## src/rtl/core/rbc_pkg.sv

```systemverilog
// Shared types, codes and constants of the retry backoff controller.
package rbc_pkg;

    localparam int CountW   = 8;
    localparam int DelayW   = 31;
    localparam int StatusW  = 10;
    localparam int DecW     = 3;
    localparam int CfgIdxW  = 2;
    localparam int CfgDataW = 31;
    localparam int ShiftW   = 5;

    // Decision codes
    localparam logic [DecW-1:0] DEC_RETRY      = 3'd0;
    localparam logic [DecW-1:0] DEC_COMPLETED  = 3'd1;
    localparam logic [DecW-1:0] DEC_ABORTED    = 3'd2;
    localparam logic [DecW-1:0] DEC_NO_REQUEST = 3'd3;
    localparam logic [DecW-1:0] DEC_TIMED_OUT  = 3'd4;
    localparam logic [DecW-1:0] DEC_EXHAUSTED  = 3'd5;
    localparam logic [DecW-1:0] DEC_OVER_CAP   = 3'd6;

    // Configuration register indexes
    localparam logic [CfgIdxW-1:0] REG_MAX_RETRIES   = 2'd0;
    localparam logic [CfgIdxW-1:0] REG_BASE_DELAY    = 2'd1;
    localparam logic [CfgIdxW-1:0] REG_MAX_RA_SEC    = 2'd2;

    // Reset values of the configuration registers
    localparam logic [CountW-1:0] RST_MAX_RETRIES = 8'd3;
    localparam logic [DelayW-1:0] RST_BASE_DELAY  = 31'd1000;
    localparam logic [DelayW-1:0] RST_MAX_RA_SEC  = 31'd60;

    // Status codes and limits
    localparam logic [StatusW-1:0] STATUS_TOO_MANY = 10'd429;
    localparam logic [StatusW-1:0] STATUS_SRV_LO   = 10'd500;
    localparam logic [StatusW-1:0] STATUS_SRV_HI   = 10'd599;
    localparam logic [ShiftW-1:0]  SHIFT_CAP       = 5'd20;
    localparam logic [9:0]         MS_PER_SEC      = 10'd1000;
    localparam logic [DelayW-1:0]  DELAY_SAT       = {DelayW{1'b1}};

    typedef struct packed {
        logic               aborted;
        logic               reply_present;
        logic               finished;
        logic [StatusW-1:0] http_status;
        logic               has_retry_after;
        logic               retry_after_ok;
        logic [DelayW-1:0]  retry_after_sec;
    } in_t;

    typedef struct packed {
        logic [DecW-1:0]   decision;
        logic [DelayW-1:0] delay_ms;
        logic [CountW-1:0] attempt_index;
    } out_t;

    typedef struct packed {
        logic [CountW-1:0] max_retries;
        logic [DelayW-1:0] base_delay_ms;
        logic [DelayW-1:0] max_retry_after_sec;
    } cfg_t;

endpackage

```

## src/rtl/core/rbc_cfg_regs.sv

```systemverilog
// Configuration register file of the retry backoff controller.
module rbc_cfg_regs (
    input  logic                         clk,
    input  logic                         rst_n,
    input  logic                         cfg_valid,
    output logic                         cfg_ready,
    input  logic [rbc_pkg::CfgIdxW-1:0]  cfg_index,
    input  logic [rbc_pkg::CfgDataW-1:0] cfg_data,
    output rbc_pkg::cfg_t                cfg
);
    import rbc_pkg::*;

    cfg_t cfg_reg;
    cfg_t cfg_next;

    assign cfg_ready = 1'b1;
    assign cfg       = cfg_reg;

    always_comb
    begin
        cfg_next = cfg_reg;
        if (cfg_valid)
        begin
            case (cfg_index)
                REG_MAX_RETRIES: cfg_next.max_retries         = cfg_data[CountW-1:0];
                REG_BASE_DELAY:  cfg_next.base_delay_ms       = cfg_data[DelayW-1:0];
                REG_MAX_RA_SEC:  cfg_next.max_retry_after_sec = cfg_data[DelayW-1:0];
                default:         cfg_next = cfg_reg;
            endcase
        end
    end

    always_ff @(posedge clk or negedge rst_n)
    begin
        if (!rst_n)
        begin
            cfg_reg.max_retries         <= RST_MAX_RETRIES;
            cfg_reg.base_delay_ms       <= RST_BASE_DELAY;
            cfg_reg.max_retry_after_sec <= RST_MAX_RA_SEC;
        end
        else
        begin
            cfg_reg <= cfg_next;
        end
    end

endmodule

```

## src/rtl/core/rbc_decide.sv

```systemverilog
// Retry decision and backoff delay logic for one attempt outcome.
module rbc_decide (
    input  rbc_pkg::in_t                req,
    input  logic [rbc_pkg::CountW-1:0]  attempt,
    input  rbc_pkg::cfg_t               cfg,
    output rbc_pkg::out_t               res,
    output logic [rbc_pkg::CountW-1:0]  attempt_next
);
    import rbc_pkg::*;

    localparam int WideW = DelayW + 20;
    localparam int MsW   = DelayW + 10;

    logic              retryable;
    logic              exhausted;
    logic [ShiftW-1:0] shift;
    logic [WideW-1:0]  backoff_wide;
    logic [DelayW-1:0] backoff;
    logic              ra_use;
    logic              over_cap;
    logic [MsW-1:0]    ra_ms_wide;
    logic [DelayW-1:0] ra_ms;
    logic [DelayW-1:0] delay;
    logic [DecW-1:0]   decision;

    always_comb
    begin
        retryable = req.http_status inside {STATUS_TOO_MANY, [STATUS_SRV_LO:STATUS_SRV_HI]};
        exhausted = (attempt >= cfg.max_retries);

        // Exponential backoff, capped shift, saturate at the field maximum
        shift        = (attempt < CountW'(SHIFT_CAP)) ? attempt[ShiftW-1:0] : SHIFT_CAP;
        backoff_wide = {{(WideW-DelayW){1'b0}}, cfg.base_delay_ms} << shift;
        backoff      = (|backoff_wide[WideW-1:DelayW]) ? DELAY_SAT
                                                       : backoff_wide[DelayW-1:0];

        // Retry-After only counts when present, parsed and non-zero
        ra_use     = req.has_retry_after && req.retry_after_ok &&
                     (req.retry_after_sec != '0);
        over_cap   = ra_use && (req.retry_after_sec > cfg.max_retry_after_sec);
        ra_ms_wide = {{(MsW-DelayW){1'b0}}, req.retry_after_sec} * MsW'(MS_PER_SEC);
        ra_ms      = (|ra_ms_wide[MsW-1:DelayW]) ? DELAY_SAT : ra_ms_wide[DelayW-1:0];
        delay      = (ra_use && (ra_ms > backoff)) ? ra_ms : backoff;

        if (req.aborted)
            decision = DEC_ABORTED;
        else if (!req.reply_present)
            decision = DEC_NO_REQUEST;
        else if (!req.finished)
            decision = DEC_TIMED_OUT;
        else if (!retryable)
            decision = DEC_COMPLETED;
        else if (exhausted)
            decision = DEC_EXHAUSTED;
        else if (over_cap)
            decision = DEC_OVER_CAP;
        else
            decision = DEC_RETRY;

        res.decision      = decision;
        res.delay_ms      = (decision == DEC_RETRY) ? delay : '0;
        res.attempt_index = attempt;

        // Advance on retry, clear on any final decision
        attempt_next = (decision == DEC_RETRY) ? attempt + CountW'(1) : '0;
    end

endmodule

```

## src/rtl/core/retry_backoff_controller.sv

```systemverilog
// Top level of the retry backoff controller.
//
// Each request carries the outcome of one attempt; the block answers with
// one result per request, in order: the decision (retry or one of the final
// outcomes), the backoff delay in milliseconds for a retry, and the index of
// the attempt the outcome belongs to. Throughput is one request per clock
// while out_ready stays high. Each accepted request is held in an
// input register, the decision logic (status check, capped shift of the base
// delay and the Retry-After times 1000 product) runs between that register
// and the result register. The attempt counter is updated as a request moves
// from the input register to the result register, so the next request in
// line already sees the new count. in_ready depends on out_ready through the
// two registers: both stages advance while the consumer takes results.
// Configuration writes are taken on every cycle and should be made only while
// no request is in flight.
module retry_backoff_controller (
    input  logic                         clk,
    input  logic                         rst_n,
    input  logic                         in_valid,
    output logic                         in_ready,
    input  rbc_pkg::in_t                 in_data,
    output logic                         out_valid,
    input  logic                         out_ready,
    output rbc_pkg::out_t                out_data,
    input  logic                         cfg_valid,
    output logic                         cfg_ready,
    input  logic [rbc_pkg::CfgIdxW-1:0]  cfg_index,
    input  logic [rbc_pkg::CfgDataW-1:0] cfg_data
);
    import rbc_pkg::*;

    cfg_t              cfg;

    // Input stage
    logic              s1_valid_reg;
    logic              s1_valid_next;
    in_t               s1_data_reg;

    // Result stage
    logic              s2_valid_reg;
    logic              s2_valid_next;
    out_t              s2_data_reg;

    // Attempt counter
    logic [CountW-1:0] attempt_count_reg;
    logic [CountW-1:0] attempt_count_next;

    out_t              dec_res;
    logic [CountW-1:0] dec_attempt_next;

    logic              in_fire;
    logic              s1_fire;
    logic              s2_free;

    rbc_cfg_regs u_cfg (
        .clk       (clk),
        .rst_n     (rst_n),
        .cfg_valid (cfg_valid),
        .cfg_ready (cfg_ready),
        .cfg_index (cfg_index),
        .cfg_data  (cfg_data),
        .cfg       (cfg)
    );

    rbc_decide u_decide (
        .req          (s1_data_reg),
        .attempt      (attempt_count_reg),
        .cfg          (cfg),
        .res          (dec_res),
        .attempt_next (dec_attempt_next)
    );

    // Result register frees when empty or when its result is taken
    assign s2_free  = !s2_valid_reg || out_ready;
    assign s1_fire  = s1_valid_reg && s2_free;
    assign in_ready = !s1_valid_reg || s2_free;
    assign in_fire  = in_valid && in_ready;

    assign out_valid = s2_valid_reg;
    assign out_data  = s2_data_reg;

    always_comb
    begin
        s1_valid_next      = in_fire || (s1_valid_reg && !s1_fire);
        s2_valid_next      = s1_fire || (s2_valid_reg && !out_ready);
        attempt_count_next = s1_fire ? dec_attempt_next : attempt_count_reg;
    end

    always_ff @(posedge clk or negedge rst_n)
    begin
        if (!rst_n)
        begin
            s1_valid_reg      <= 1'b0;
            s2_valid_reg      <= 1'b0;
            attempt_count_reg <= '0;
        end
        else
        begin
            s1_valid_reg      <= s1_valid_next;
            s2_valid_reg      <= s2_valid_next;
            attempt_count_reg <= attempt_count_next;
        end
    end

    // Payload registers: load on advance, hold otherwise
    always_ff @(posedge clk)
    begin
        if (in_fire)
            s1_data_reg <= in_data;
        if (s1_fire)
            s2_data_reg <= dec_res;
    end

    // Any final decision clears the attempt counter
    a_final_clears: assert property (@(posedge clk) disable iff (!rst_n)
        s1_fire && (dec_res.decision != DEC_RETRY) |=> attempt_count_reg == '0)
        else $error("attempt counter not cleared after final decision");

    // A retry advances the attempt counter by one
    a_retry_advances: assert property (@(posedge clk) disable iff (!rst_n)
        s1_fire && (dec_res.decision == DEC_RETRY)
        |=> attempt_count_reg == $past(attempt_count_reg) + CountW'(1))
        else $error("attempt counter did not advance on retry");

    // Only a retry carries a delay
    a_delay_only_retry: assert property (@(posedge clk) disable iff (!rst_n)
        out_valid && (out_data.decision != DEC_RETRY) |-> out_data.delay_ms == '0)
        else $error("non-zero delay on a final decision");

    // The result index is the count that the request saw
    a_index_matches: assert property (@(posedge clk) disable iff (!rst_n)
        s1_fire |=> out_data.attempt_index == $past(attempt_count_reg))
        else $error("attempt index does not match counter");

endmodule
```

## config.mk

```make
export PLATFORM = sky130hd
export DESIGN_NAME = retry_backoff_controller
export DESIGN_NICKNAME = d
export VERILOG_FILES = /design/src/rtl/core/rbc_pkg.sv /design/src/rtl/core/rbc_cfg_regs.sv /design/src/rtl/core/rbc_decide.sv /design/src/rtl/core/retry_backoff_controller.sv
export SDC_FILE = /design/constraint.sdc
export NUM_CORES = 1
export LEC_CHECK = 0
export BUFFER_PORTS_ARGS = -buffer_cell sky130_fd_sc_hd__buf_2
export CORE_MARGIN = 5
export CORE_UTILIZATION = 45
export CTS_BUF_LIST = sky130_fd_sc_hd__clkbuf_16
export DETAILED_ROUTE_END_ITERATION = 16
export PLACE_DENSITY = 0.69
export SLEW_MARGIN = 20
export SYNTH_ARGS = -nofsm -noshare
export SYNTH_HDL_FRONTEND = slang
export SYNTH_SLANG_ARGS = --single-unit
```

## constraint.sdc

```tcl
create_clock -name clk -period 7.1 [get_ports clk]
set_input_delay 1.065 -clock clk [delete_from_list [all_inputs] [get_ports clk]]
set_output_delay 1.065 -clock clk [all_outputs]
set_load 0.02 [all_outputs]
```

==> results_dict.tcl, run 1 <==
set metrics [dict create \
    status "finished, violations left" \
    violations "setup timing" \
    slew_viol_final 0 \
    swShare_pct 46.0 \
    fin_crit_ns 7.33 \
    grt_max_degree 81 \
    ys_seq_area_share_pct 29.1 \
    peakVddDrop_uv 300 \
    synth_common_cells "inv_1, ha_1, nand2_1, fa_1, edfxtp_1" \
    hold_ws_ns 0.500 \
    internal_power_mw 4.39 \
    clk_latency_ns 0.45 \
    worst_path_most_repeated_cell "fa_1" \
    largest_reg_flops 70 \
    hold_depth 1 \
    dpl.hpwl_um 37500 \
    power_frac_seq_pct 15.3 \
    clkTransAtPathRegs_ns 0.07 \
    crit_path_max_incr_delay_ns 0.54 \
    cts_buffers 17 \
    synth.most_common_cell "inv_1" \
    finalSetupTns_ns -6.48 \
    ioPinCount 129 \
    cts_max_level 4 \
    route.detailed.drc 0 \
    routabilityCongestion 0.975 \
    tightest_slew_ns 0.996 \
    max_slew_margin_pct 33.6 \
    arrival_ns 7.50 \
    overflow 0 \
    first_global_vias 13775 \
    post-route-util_pct 56.5 \
    synth.largest_area_cell "edfxtp_1" \
    synthCells 1615 \
    finalCritPeriodShare_pct 103 \
    grt_usage_pct 24.2 \
    synth_seq_cells 168 \
    multi_input_area_mm2 0.0109 \
    cp.required_ns 7.27 \
    ys_top_cells_by_area "edfxtp_1, fa_1, ha_1, dfrtp_1, inv_1" \
    rows 69 \
    drive_gt1_share_pct 32.0 \
    drtAntennaViolNets 0 \
    setup_ws_ns -0.232 \
    routedWlPerCell_um 19.7 \
    pwr-share-comb_pct 72.8 \
    die_y_um 199 \
    n_antenna_cell 0 \
    die-area_mm2 0.0395 \
    synth_warnings 0 \
    synth_cell_types 92 \
    reg2regPathDepth 31 \
    switchingPower_mw 3.74 \
    hold_path_end "out_valid" \
    dr.pass1.iters 7 \
    hold_start "s1_valid_reg" \
    grt_util_met3_pct 2.91 \
    maxCapViolations 0 \
    r2r-start "s1_data_reg[12]" \
    clock-sinks 168 \
    crit_path_end_kind "flop" \
    synth_fp_nets 1982 \
    cp-start-kind "flop" \
    grt_pass1_wl_um 75200 \
    r2r_setup_slack_ns -0.23 \
    power_frac_clock_pct 11.9 \
    cts_tree "yes" \
    use_met2_pct 40.5 \
    drt_iter0_markers 979 \
    rsz0062_at_grt "yes" \
    via_per_inst 5.61 \
    antenna_found_initial 0 \
    power_density_mw_per_mm2 407 \
    io_buffers 127 \
    holdBufCountCts 0 \
    crit_slowest_cell "fa_1" \
    dp_cells 2322 \
    synth_flop_cell "edfxtp_1" \
    area.growth.synth_to_final_pct 24.8 \
    critPathMaxFanout 13 \
    r2r-end "out_data[18]" \
    finClkSkew_ns 0.0147 \
    die_w_um 199 \
    seqCellArea_mm2 0.00466 \
    syn_avg_cell_area_um2 9.92 \
    start_util_pct 45.3 \
    hold_viol_final 0 \
    synthArstFlopShare_pct 47.6 \
    place_ws_ns -0.461 \
    syn-cell-area_mm2 0.0160 \
    power.leakage_nw 9.17 \
    clock.fmax_mhz 136 \
    filler_cell_count 3049 \
    cts_root_buf "clkbuf_16" \
    crit_type "reg -> reg" \
    vias 13390 \
    ctsLongestPathBuffers 2 \
    min_path_type "reg -> reg" \
    globalRouteMet1Util_pct 33.1 \
    core-area_mm2 0.0354 \
    setup_viol 31 \
    synth.top_cell.area_share_pct 16.5 \
    final_cells 2385 \
    top_usage_layer "met2" \
    synth_edf_count 88 \
    finalNetCount 2278 \
    totalWireLength_um 47100 \
]
==> layer usage <==
metal | routed length (um) | share of wire, %
met5 | 0 | 0
met2 | 22500 | 48
met1 | 20700 | 44
met3 | 2330 | 5.0
met4 | 1580 | 3.4
==> power by group through the flow <==
stage                     Clock (mW)  Sequential (mW)  Combinational, mW
after detailed placement           0             1.26               5.19
after global placement             0             1.26               5.15
final                          0.965             1.24               5.92
after global routing            1.03             1.26               6.44
after CTS                      0.981             1.24               5.54
after floorplan                    0             1.25               3.02
==> through the flow <==
stage / total power [mW] / cell area [um2]
after floorplan: 4.27 / 16200
after global placement: 6.41 / 18400
after detailed placement: 6.45 / 18400
after CTS: 7.77 / 19500
after global routing: 8.72 / 20000
final: 8.13 / 20000
==> worst max-delay path: cells and delay by family (launching register included) <==
kind            cells  cell delay (ns)
flops               1             0.42
fa+ha+maj           6             2.60
buf+inv             8             0.98
simple gates        5             1.04
compound gates     12             2.02
==> layout make-up <==
class | count | area share [%]
clock inverters | 14 | 0.870
flip-flops and latches | 168 | 23.3
repair buffers | 341 | 12.1
well taps | 461 | 2.88
multi-input cells | 1174 | 54.7
clock buffers | 18 | 2.25
inverters | 209 | 3.99
==> kinds of logic (layout without fill, tap and decap cells) <==
family / after synthesis / count (layout) / synth area share [%]
flops: 168 / 168 / 29.1
simple gates: 405 / 405 / 12.7
mux: 111 / 111 / 7.62
buf+inv: 273 / 582 / 7.20
xor+xnor: 27 / 27 / 1.48
compound gates: 347 / 347 / 14.4
fa+ha+maj: 283 / 283 / 27.4
other cells: 1 / 1 / 0.0234
==> placed cells by master (no fill, tap or decap), types with 8 or more instances in the layout <==
cell / count
buf_6: 12
a211oi_2: 20
inv_2: 23
dfrtp_1: 68
ha_1: 150
and2_1: 24
o211ai_1: 22
mux2i_1: 44
nand3_1: 32
a211oi_1: 24
buf_4: 194
dfstp_2: 12
nor2_1: 71
edfxtp_1: 88
inv_1: 182
a21oi_2: 22
buf_2: 126
ha_4: 16
o21ai_0: 50
o21a_1: 11
nand2b_1: 13
nand2_1: 133
fa_1: 111
xor2_1: 12
o22ai_1: 8
xnor2_1: 14
nand4_1: 21
a31oi_1: 8
a21oi_1: 59
o21ai_1: 8
mux2_2: 65
a21o_1: 33
clkbuf_16: 19
a22oi_1: 8
nor3_1: 21
==> how the worst max path moves through the flow <==
stage | to | start | slack, ns
final | out_data[18] | s1_data_reg[12] | -0.23
after global routing | out_data[18] | s1_data_reg[22] | -0.61
after CTS | out_data[35] | s1_data_reg[2] | -0.18
after detailed placement | out_data[12] | s1_data_reg[10] | -0.46
after global placement | out_data[12] | s1_data_reg[21] | -0.34
after floorplan | out_data[25] | s1_data_reg[25] | -0.22
==> timing repair <==
item	in CTS	in global routing
pin swaps	37	65
cloned	2	3
resized for setup	73	82
setup endpoints to repair	31	31
setup buffers	17	11
Power figures use the tool's default switching activity.
==> run 2: changes to the inputs <==
- PLACE_DENSITY: 0.69 -> 0.67
- RECOVER_POWER: unset -> 100
- SYNTH_HIERARCHICAL: unset -> 1
- clock period: 7.1 -> 7.47 ns (I/O delays scaled with it)
==> results_dict.tcl, run 2 <==
set metrics [dict create \
    status "finished, violations left" \
    violations "capacitance limit, slew limit, setup timing" \
    grt_max_degree 81 \
    ioPinCount 129 \
    peakVddDrop_uv 315 \
    internal_power_mw 4.07 \
    finalNetCount 2310 \
    hold_ws_ns 0.508 \
    rsz0062_at_grt "yes" \
    grt_pass1_wl_um 77400 \
    syn_avg_cell_area_um2 9.93 \
    antenna_found_initial 1 \
    synth_warnings 6 \
    fin_crit_ns 7.48 \
    place_ws_ns -0.274 \
    dr.pass1.iters 7 \
    r2r-start "s1_data_reg[22]" \
    clock.fmax_mhz 134 \
    totalWireLength_um 49300 \
    synth.most_common_cell "inv_1" \
    setup_viol 8 \
    critPathMaxFanout 6 \
    grt_usage_pct 23.8 \
    cts_root_buf "clkbuf_16" \
    cts_max_level 4 \
    max_slew_margin_pct -180 \
    final_common_cell "inv_1" \
    synthCells 1673 \
    placed_area_mm2 0.0188 \
    first_global_vias 14041 \
    start_util_pct 45.5 \
    synth_cell_types 90 \
    die-area_mm2 0.0408 \
    arrival_ns 7.61 \
    via_per_inst 5.71 \
    io_buffers 127 \
    rows 70 \
    overflow 0 \
    globalRouteMet1Util_pct 32.7 \
    cp.required_ns 7.60 \
    clock-sinks 168 \
    maxCapViolations 5 \
    grt_util_met3_pct 4.62 \
    power_density_mw_per_mm2 379 \
    cts_buffers 17 \
    crit_type "reg -> reg" \
    slew_viol_final 235 \
    cts_tree "yes" \
    holdBufCountCts 0 \
    power_frac_seq_pct 15.7 \
    routedWlPerCell_um 20.3 \
    crit_slowest_cell "a2111oi_1" \
    finalCritPeriodShare_pct 100 \
    crit_path_end_kind "flop" \
    ys_seq_area_share_pct 28.1 \
    synth_fp_nets 2040 \
    area.growth.synth_to_final_pct 23.8 \
    ctsLongestPathBuffers 2 \
    clk_latency_ns 0.46 \
    power_mw 7.79 \
    pwr-share-comb_pct 72.3 \
    crit_path_max_incr_delay_ns 0.57 \
    routabilityCongestion 0.962 \
    die_y_um 202 \
    use_met2_pct 37.7 \
    setup_ws_ns -0.0134 \
    cp-start-kind "flop" \
    startpoint "s1_data_reg[22]" \
    route.detailed.drc 0 \
    worst_path_most_repeated_cell "fa_1" \
    synth.top_cell.area_share_pct 15.9 \
    die_w_um 202 \
    design_area_mm2 0.0206 \
    drt_iter0_markers 1226 \
    top_usage_layer "met2" \
    hold_viol_final 0 \
    vias 13845 \
    hold_start "u_cfg/cfg[9]" \
    largest_reg_flops 70 \
    drtAntennaViolNets 0 \
    synth_flop_cell "edfxtp_1" \
    finClkSkew_ns 0.0159 \
    synth_edf_count 88 \
    synthArstFlopShare_pct 47.6 \
    drive_gt1_share_pct 30.7 \
    min_path_type "reg -> reg" \
    power_frac_clock_pct 12.1 \
    synth_common_cells "inv_1, ha_1, nand2_1, fa_1, a21oi_1" \
    power.leakage_nw 8.94 \
    ys_top_cells_by_area "edfxtp_1, fa_1, ha_1, dfrtp_1, mux2_2" \
    synth_seq_cells 168 \
    synth.largest_area_cell "edfxtp_1" \
    switchingPower_mw 3.72 \
    tightest_slew_ns 4.20 \
    dpl.hpwl_um 38200 \
    clkTransAtPathRegs_ns 0.08 \
    syn-cell-area_mm2 0.0166 \
    final_cell_mix "inv_1, buf_4, ha_1" \
    core-area_mm2 0.0365 \
    swShare_pct 47.8 \
]
[run 2: final timing paths]
check | endpoint | slack, ns | depth (start not counted)
min in group asynchronous | u_cfg/cfg[46] | 2.13 | 1
max in group asynchronous | attempt_count_reg[6] | 2.98 | 1
setup / recovery | out_data[18] | -0.01 | 29
hold reg to reg | u_cfg/cfg[9] | 0.51 | 1
setup reg to reg | out_data[18] | -0.01 | 29
hold / removal | u_cfg/cfg[9] | 0.51 | 1
[run 2: repair_timing]
item	in CTS	in global routing
resized for setup	72	106
setup endpoints to repair	31	31
pin swaps	62	98
setup buffers	18	17
endpoints found under the hold margin	0	0
gates cloned	2	0
[run 2: critical path, delay by kind of cell (launching register included)]
kind / cells / cell delay [ns]
AND/OR/NAND/NOR: 5 / 1.18
buffers and inverters: 8 / 0.88
adder cells (fa/ha/maj): 6 / 2.52
flip-flops: 1 / 0.52
multiplexers: 1 / 0.22
AO/OA/AOI/OAI: 9 / 1.83
[run 2: layout make-up]
type                    instances  area (um2)
well taps                     468         586
multi-input cells            1200       11600
flip-flops and latches        168        4660
diodes                          1        2.50
clock buffers                  18         450
repair buffers                333        2270
fillers                      3109       16000
clock inverters                14         166
inverters                     223         840
[run 2: layer usage]
layer / vias up / share of wire (%)
met3: 91 / 6.8
met2: 478 / 46
met4: 0 / 3.1
met5: - / 0
li1: 6491 / -
met1: 6785 / 44
[run 2: cells by family after synthesis]
kind of cell    after synthesis  synth area share, %
fa+ha+maj                   283                 26.5
compound gates              366                 15.9
mux                         118                 7.93
flops                       168                 28.1
xor+xnor                     33                 1.74
simple gates                399                 12.3
buf+inv                     305                 7.59
other cells                   1               0.0226
[run 2: stage by stage]
step / instances / TNS [ns] / utilization, %
floorplan: 1673 / 0 / -
detailed placement: 2356 / -5.68 / 51.5
CTS: 2408 / 0 / 54.6
global route: 2425 / -9.30 / 56.3
finish: 2425 / -0.0617 / 56.3
global placement: 2356 / -2.38 / 51.5
[run 2: power by group through the flow]
| stage | registers (mW) | logic [mW] | clock network (mW) |
|---|---|---|---|
| after CTS | 1.22 | 5.10 | 0.957 |
| after global routing | 1.24 | 6.15 | 0.995 |
| final | 1.22 | 5.63 | 0.940 |
| after detailed placement | 1.24 | 4.79 | 0 |
| after floorplan | 1.21 | 2.86 | 0 |
| after global placement | 1.23 | 4.74 | 0 |
==> run 3: changes to the inputs <==
- TNS_END_PERCENT: unset -> 30
- clock period: 7.47 -> 7.6 ns (I/O delays scaled with it)
==> results_dict.tcl, run 3 (synthesized netlist as in run 2, its figures left out) <==
set metrics [dict create \
    ioPinCount 129 \
    status "finished, violations left" \
    setup_ws_ns -0.0334 \
    core-area_mm2 0.0365 \
    crit_path_max_incr_delay_ns 0.63 \
    finalSetupTns_ns -0.319 \
    hold_depth 1 \
    clkTransAtPathRegs_ns 0.09 \
    grt_max_degree 81 \
    arrival_ns 7.76 \
    finalCritPeriodShare_pct 100 \
    hold_viol_final 0 \
    cts_tree "yes" \
    cp_num_cells 28 \
    dr.pass1.iters 6 \
    totalWireLength_um 49900 \
    ctsLongestPathBuffers 2 \
    grt_pass1_wl_um 75700 \
    via_per_inst 5.79 \
    area.growth.synth_to_final_pct 22.0 \
    place_ws_ns -0.365 \
    grt_usage_pct 23.3 \
    start_util_pct 45.5 \
    worst_path_most_repeated_cell "fa_1" \
    crit_slowest_cell "or4b_4" \
    cp.required_ns 7.73 \
    clk_latency_ns 0.45 \
    cts_max_level 4 \
    peakVddDrop_uv 316 \
    power_mw 7.58 \
    overflow 0 \
    tightest_slew_ns 4.23 \
    largest_reg_flops 70 \
    rsz0062_at_grt "yes" \
    finClkSkew_ns 0.0236 \
    first_global_vias 13681 \
    slew_viol_final 235 \
    cp.buffers_inverters 6 \
    crit_path_end_kind "flop" \
    min_path_type "reg -> reg" \
    violations "capacitance limit, slew limit, setup timing" \
    fin_crit_ns 7.63 \
    critical_path.top_delay_family "adder cells" \
    critPathMaxFanout 6 \
    rows 70 \
    routabilityCongestion 0.958 \
    drive_gt1_share_pct 29.1 \
    crit_type "reg -> reg" \
    die-area_mm2 0.0408 \
    vias 13914 \
    cts_root_buf "clkbuf_16" \
    cp-start-kind "flop" \
    finalNetCount 2287 \
    drtAntennaViolNets 0 \
    dpl.hpwl_um 38100 \
    reg2regPathDepth 28 \
    setup_viol 16 \
    drt_iter0_markers 1270 \
    power.leakage_nw 8.79 \
    antenna_found_initial 1 \
    power_density_mw_per_mm2 374 \
    routedWlPerCell_um 20.8 \
    clock.fmax_mhz 131 \
    maxCapViolations 5 \
    clock-sinks 168 \
    route.detailed.drc 0 \
    die_w_um 202 \
    io_buffers 127 \
    max_slew_margin_pct -182 \
    final_cell_mix "inv_1, buf_4, ha_1" \
    cts_buffers 17 \
    die_y_um 202 \
    final_common_cell "inv_1" \
]
## run 3: cell type report
cell class	instances	area, um2
diodes	1	2.50
repair inverters	1	6.26
multi-input cells	1200	11500
clock inverters	15	180
repair buffers	309	2080
inverters	223	850
fillers	3123	16300
flip-flops and latches	168	4660
clock buffers	17	425
well taps	468	586
## run 3: report_power, final
part,internal [mW],switching [mW]
Combinational,2.40,3.08
Sequential,1.08,0.121
Clock,0.445,0.452
Total,3.93,3.66
## run 3: repair_timing
item | CTS | global route
hold buffers | 0 | 0
pin swaps | 3 | 109
gates cloned | 0 | 5
gates resized for setup | 21 | 141
setup buffers | 2 | 25
endpoints found under the setup margin | 31 | 31
## run 3: worst paths after layout
kind	start	end	slack, ns
min reg2reg	s1_valid_reg	out_valid	0.49
max in group asynchronous	rst_n	u_cfg/cfg[59]	3.07
max	s1_data_reg[6]	out_data[23]	-0.03
min in group asynchronous	rst_n	u_cfg/cfg[26]	2.18
min	s1_valid_reg	out_valid	0.49
max reg2reg	s1_data_reg[6]	out_data[23]	-0.03
## run 3: worst reg2reg max path, delay by kind of cell (launching register included)
family                     cells  cell delay [ns]
adders and majority gates      6             2.48
and+or+nand+nor                8             1.88
AOI/OAI and AO/OA              8             1.77
buffers and inverters          6             0.71
DFF                            1             0.46
## run 3: per-layer routing
metal / routed length (um) / track usage [%] / vias up
li1: - / - / 6436
met3: 3370 / 3.77 / 85
met2: 23300 / 36.2 / 596
met4: 1560 / 8.51 / 0
met5: 0 / 0 / -
met1: 21700 / 33.0 / 6797
## run 3: per-stage QoR
| step | cells | hold WS (ns) | utilization [%] | instance area [um2] |
|---|---|---|---|---|
| after floorplan | 1673 | 0.479 | - | 16600 |
| after global placement | 2337 | 0.489 | 51.0 | 18600 |
| after detailed placement | 2337 | 0.494 | 51.0 | 18600 |
| after CTS | 2371 | 0.510 | 52.9 | 19300 |
| after global routing | 2402 | 0.515 | 55.5 | 20300 |
| final | 2402 | 0.494 | 55.5 | 20300 |
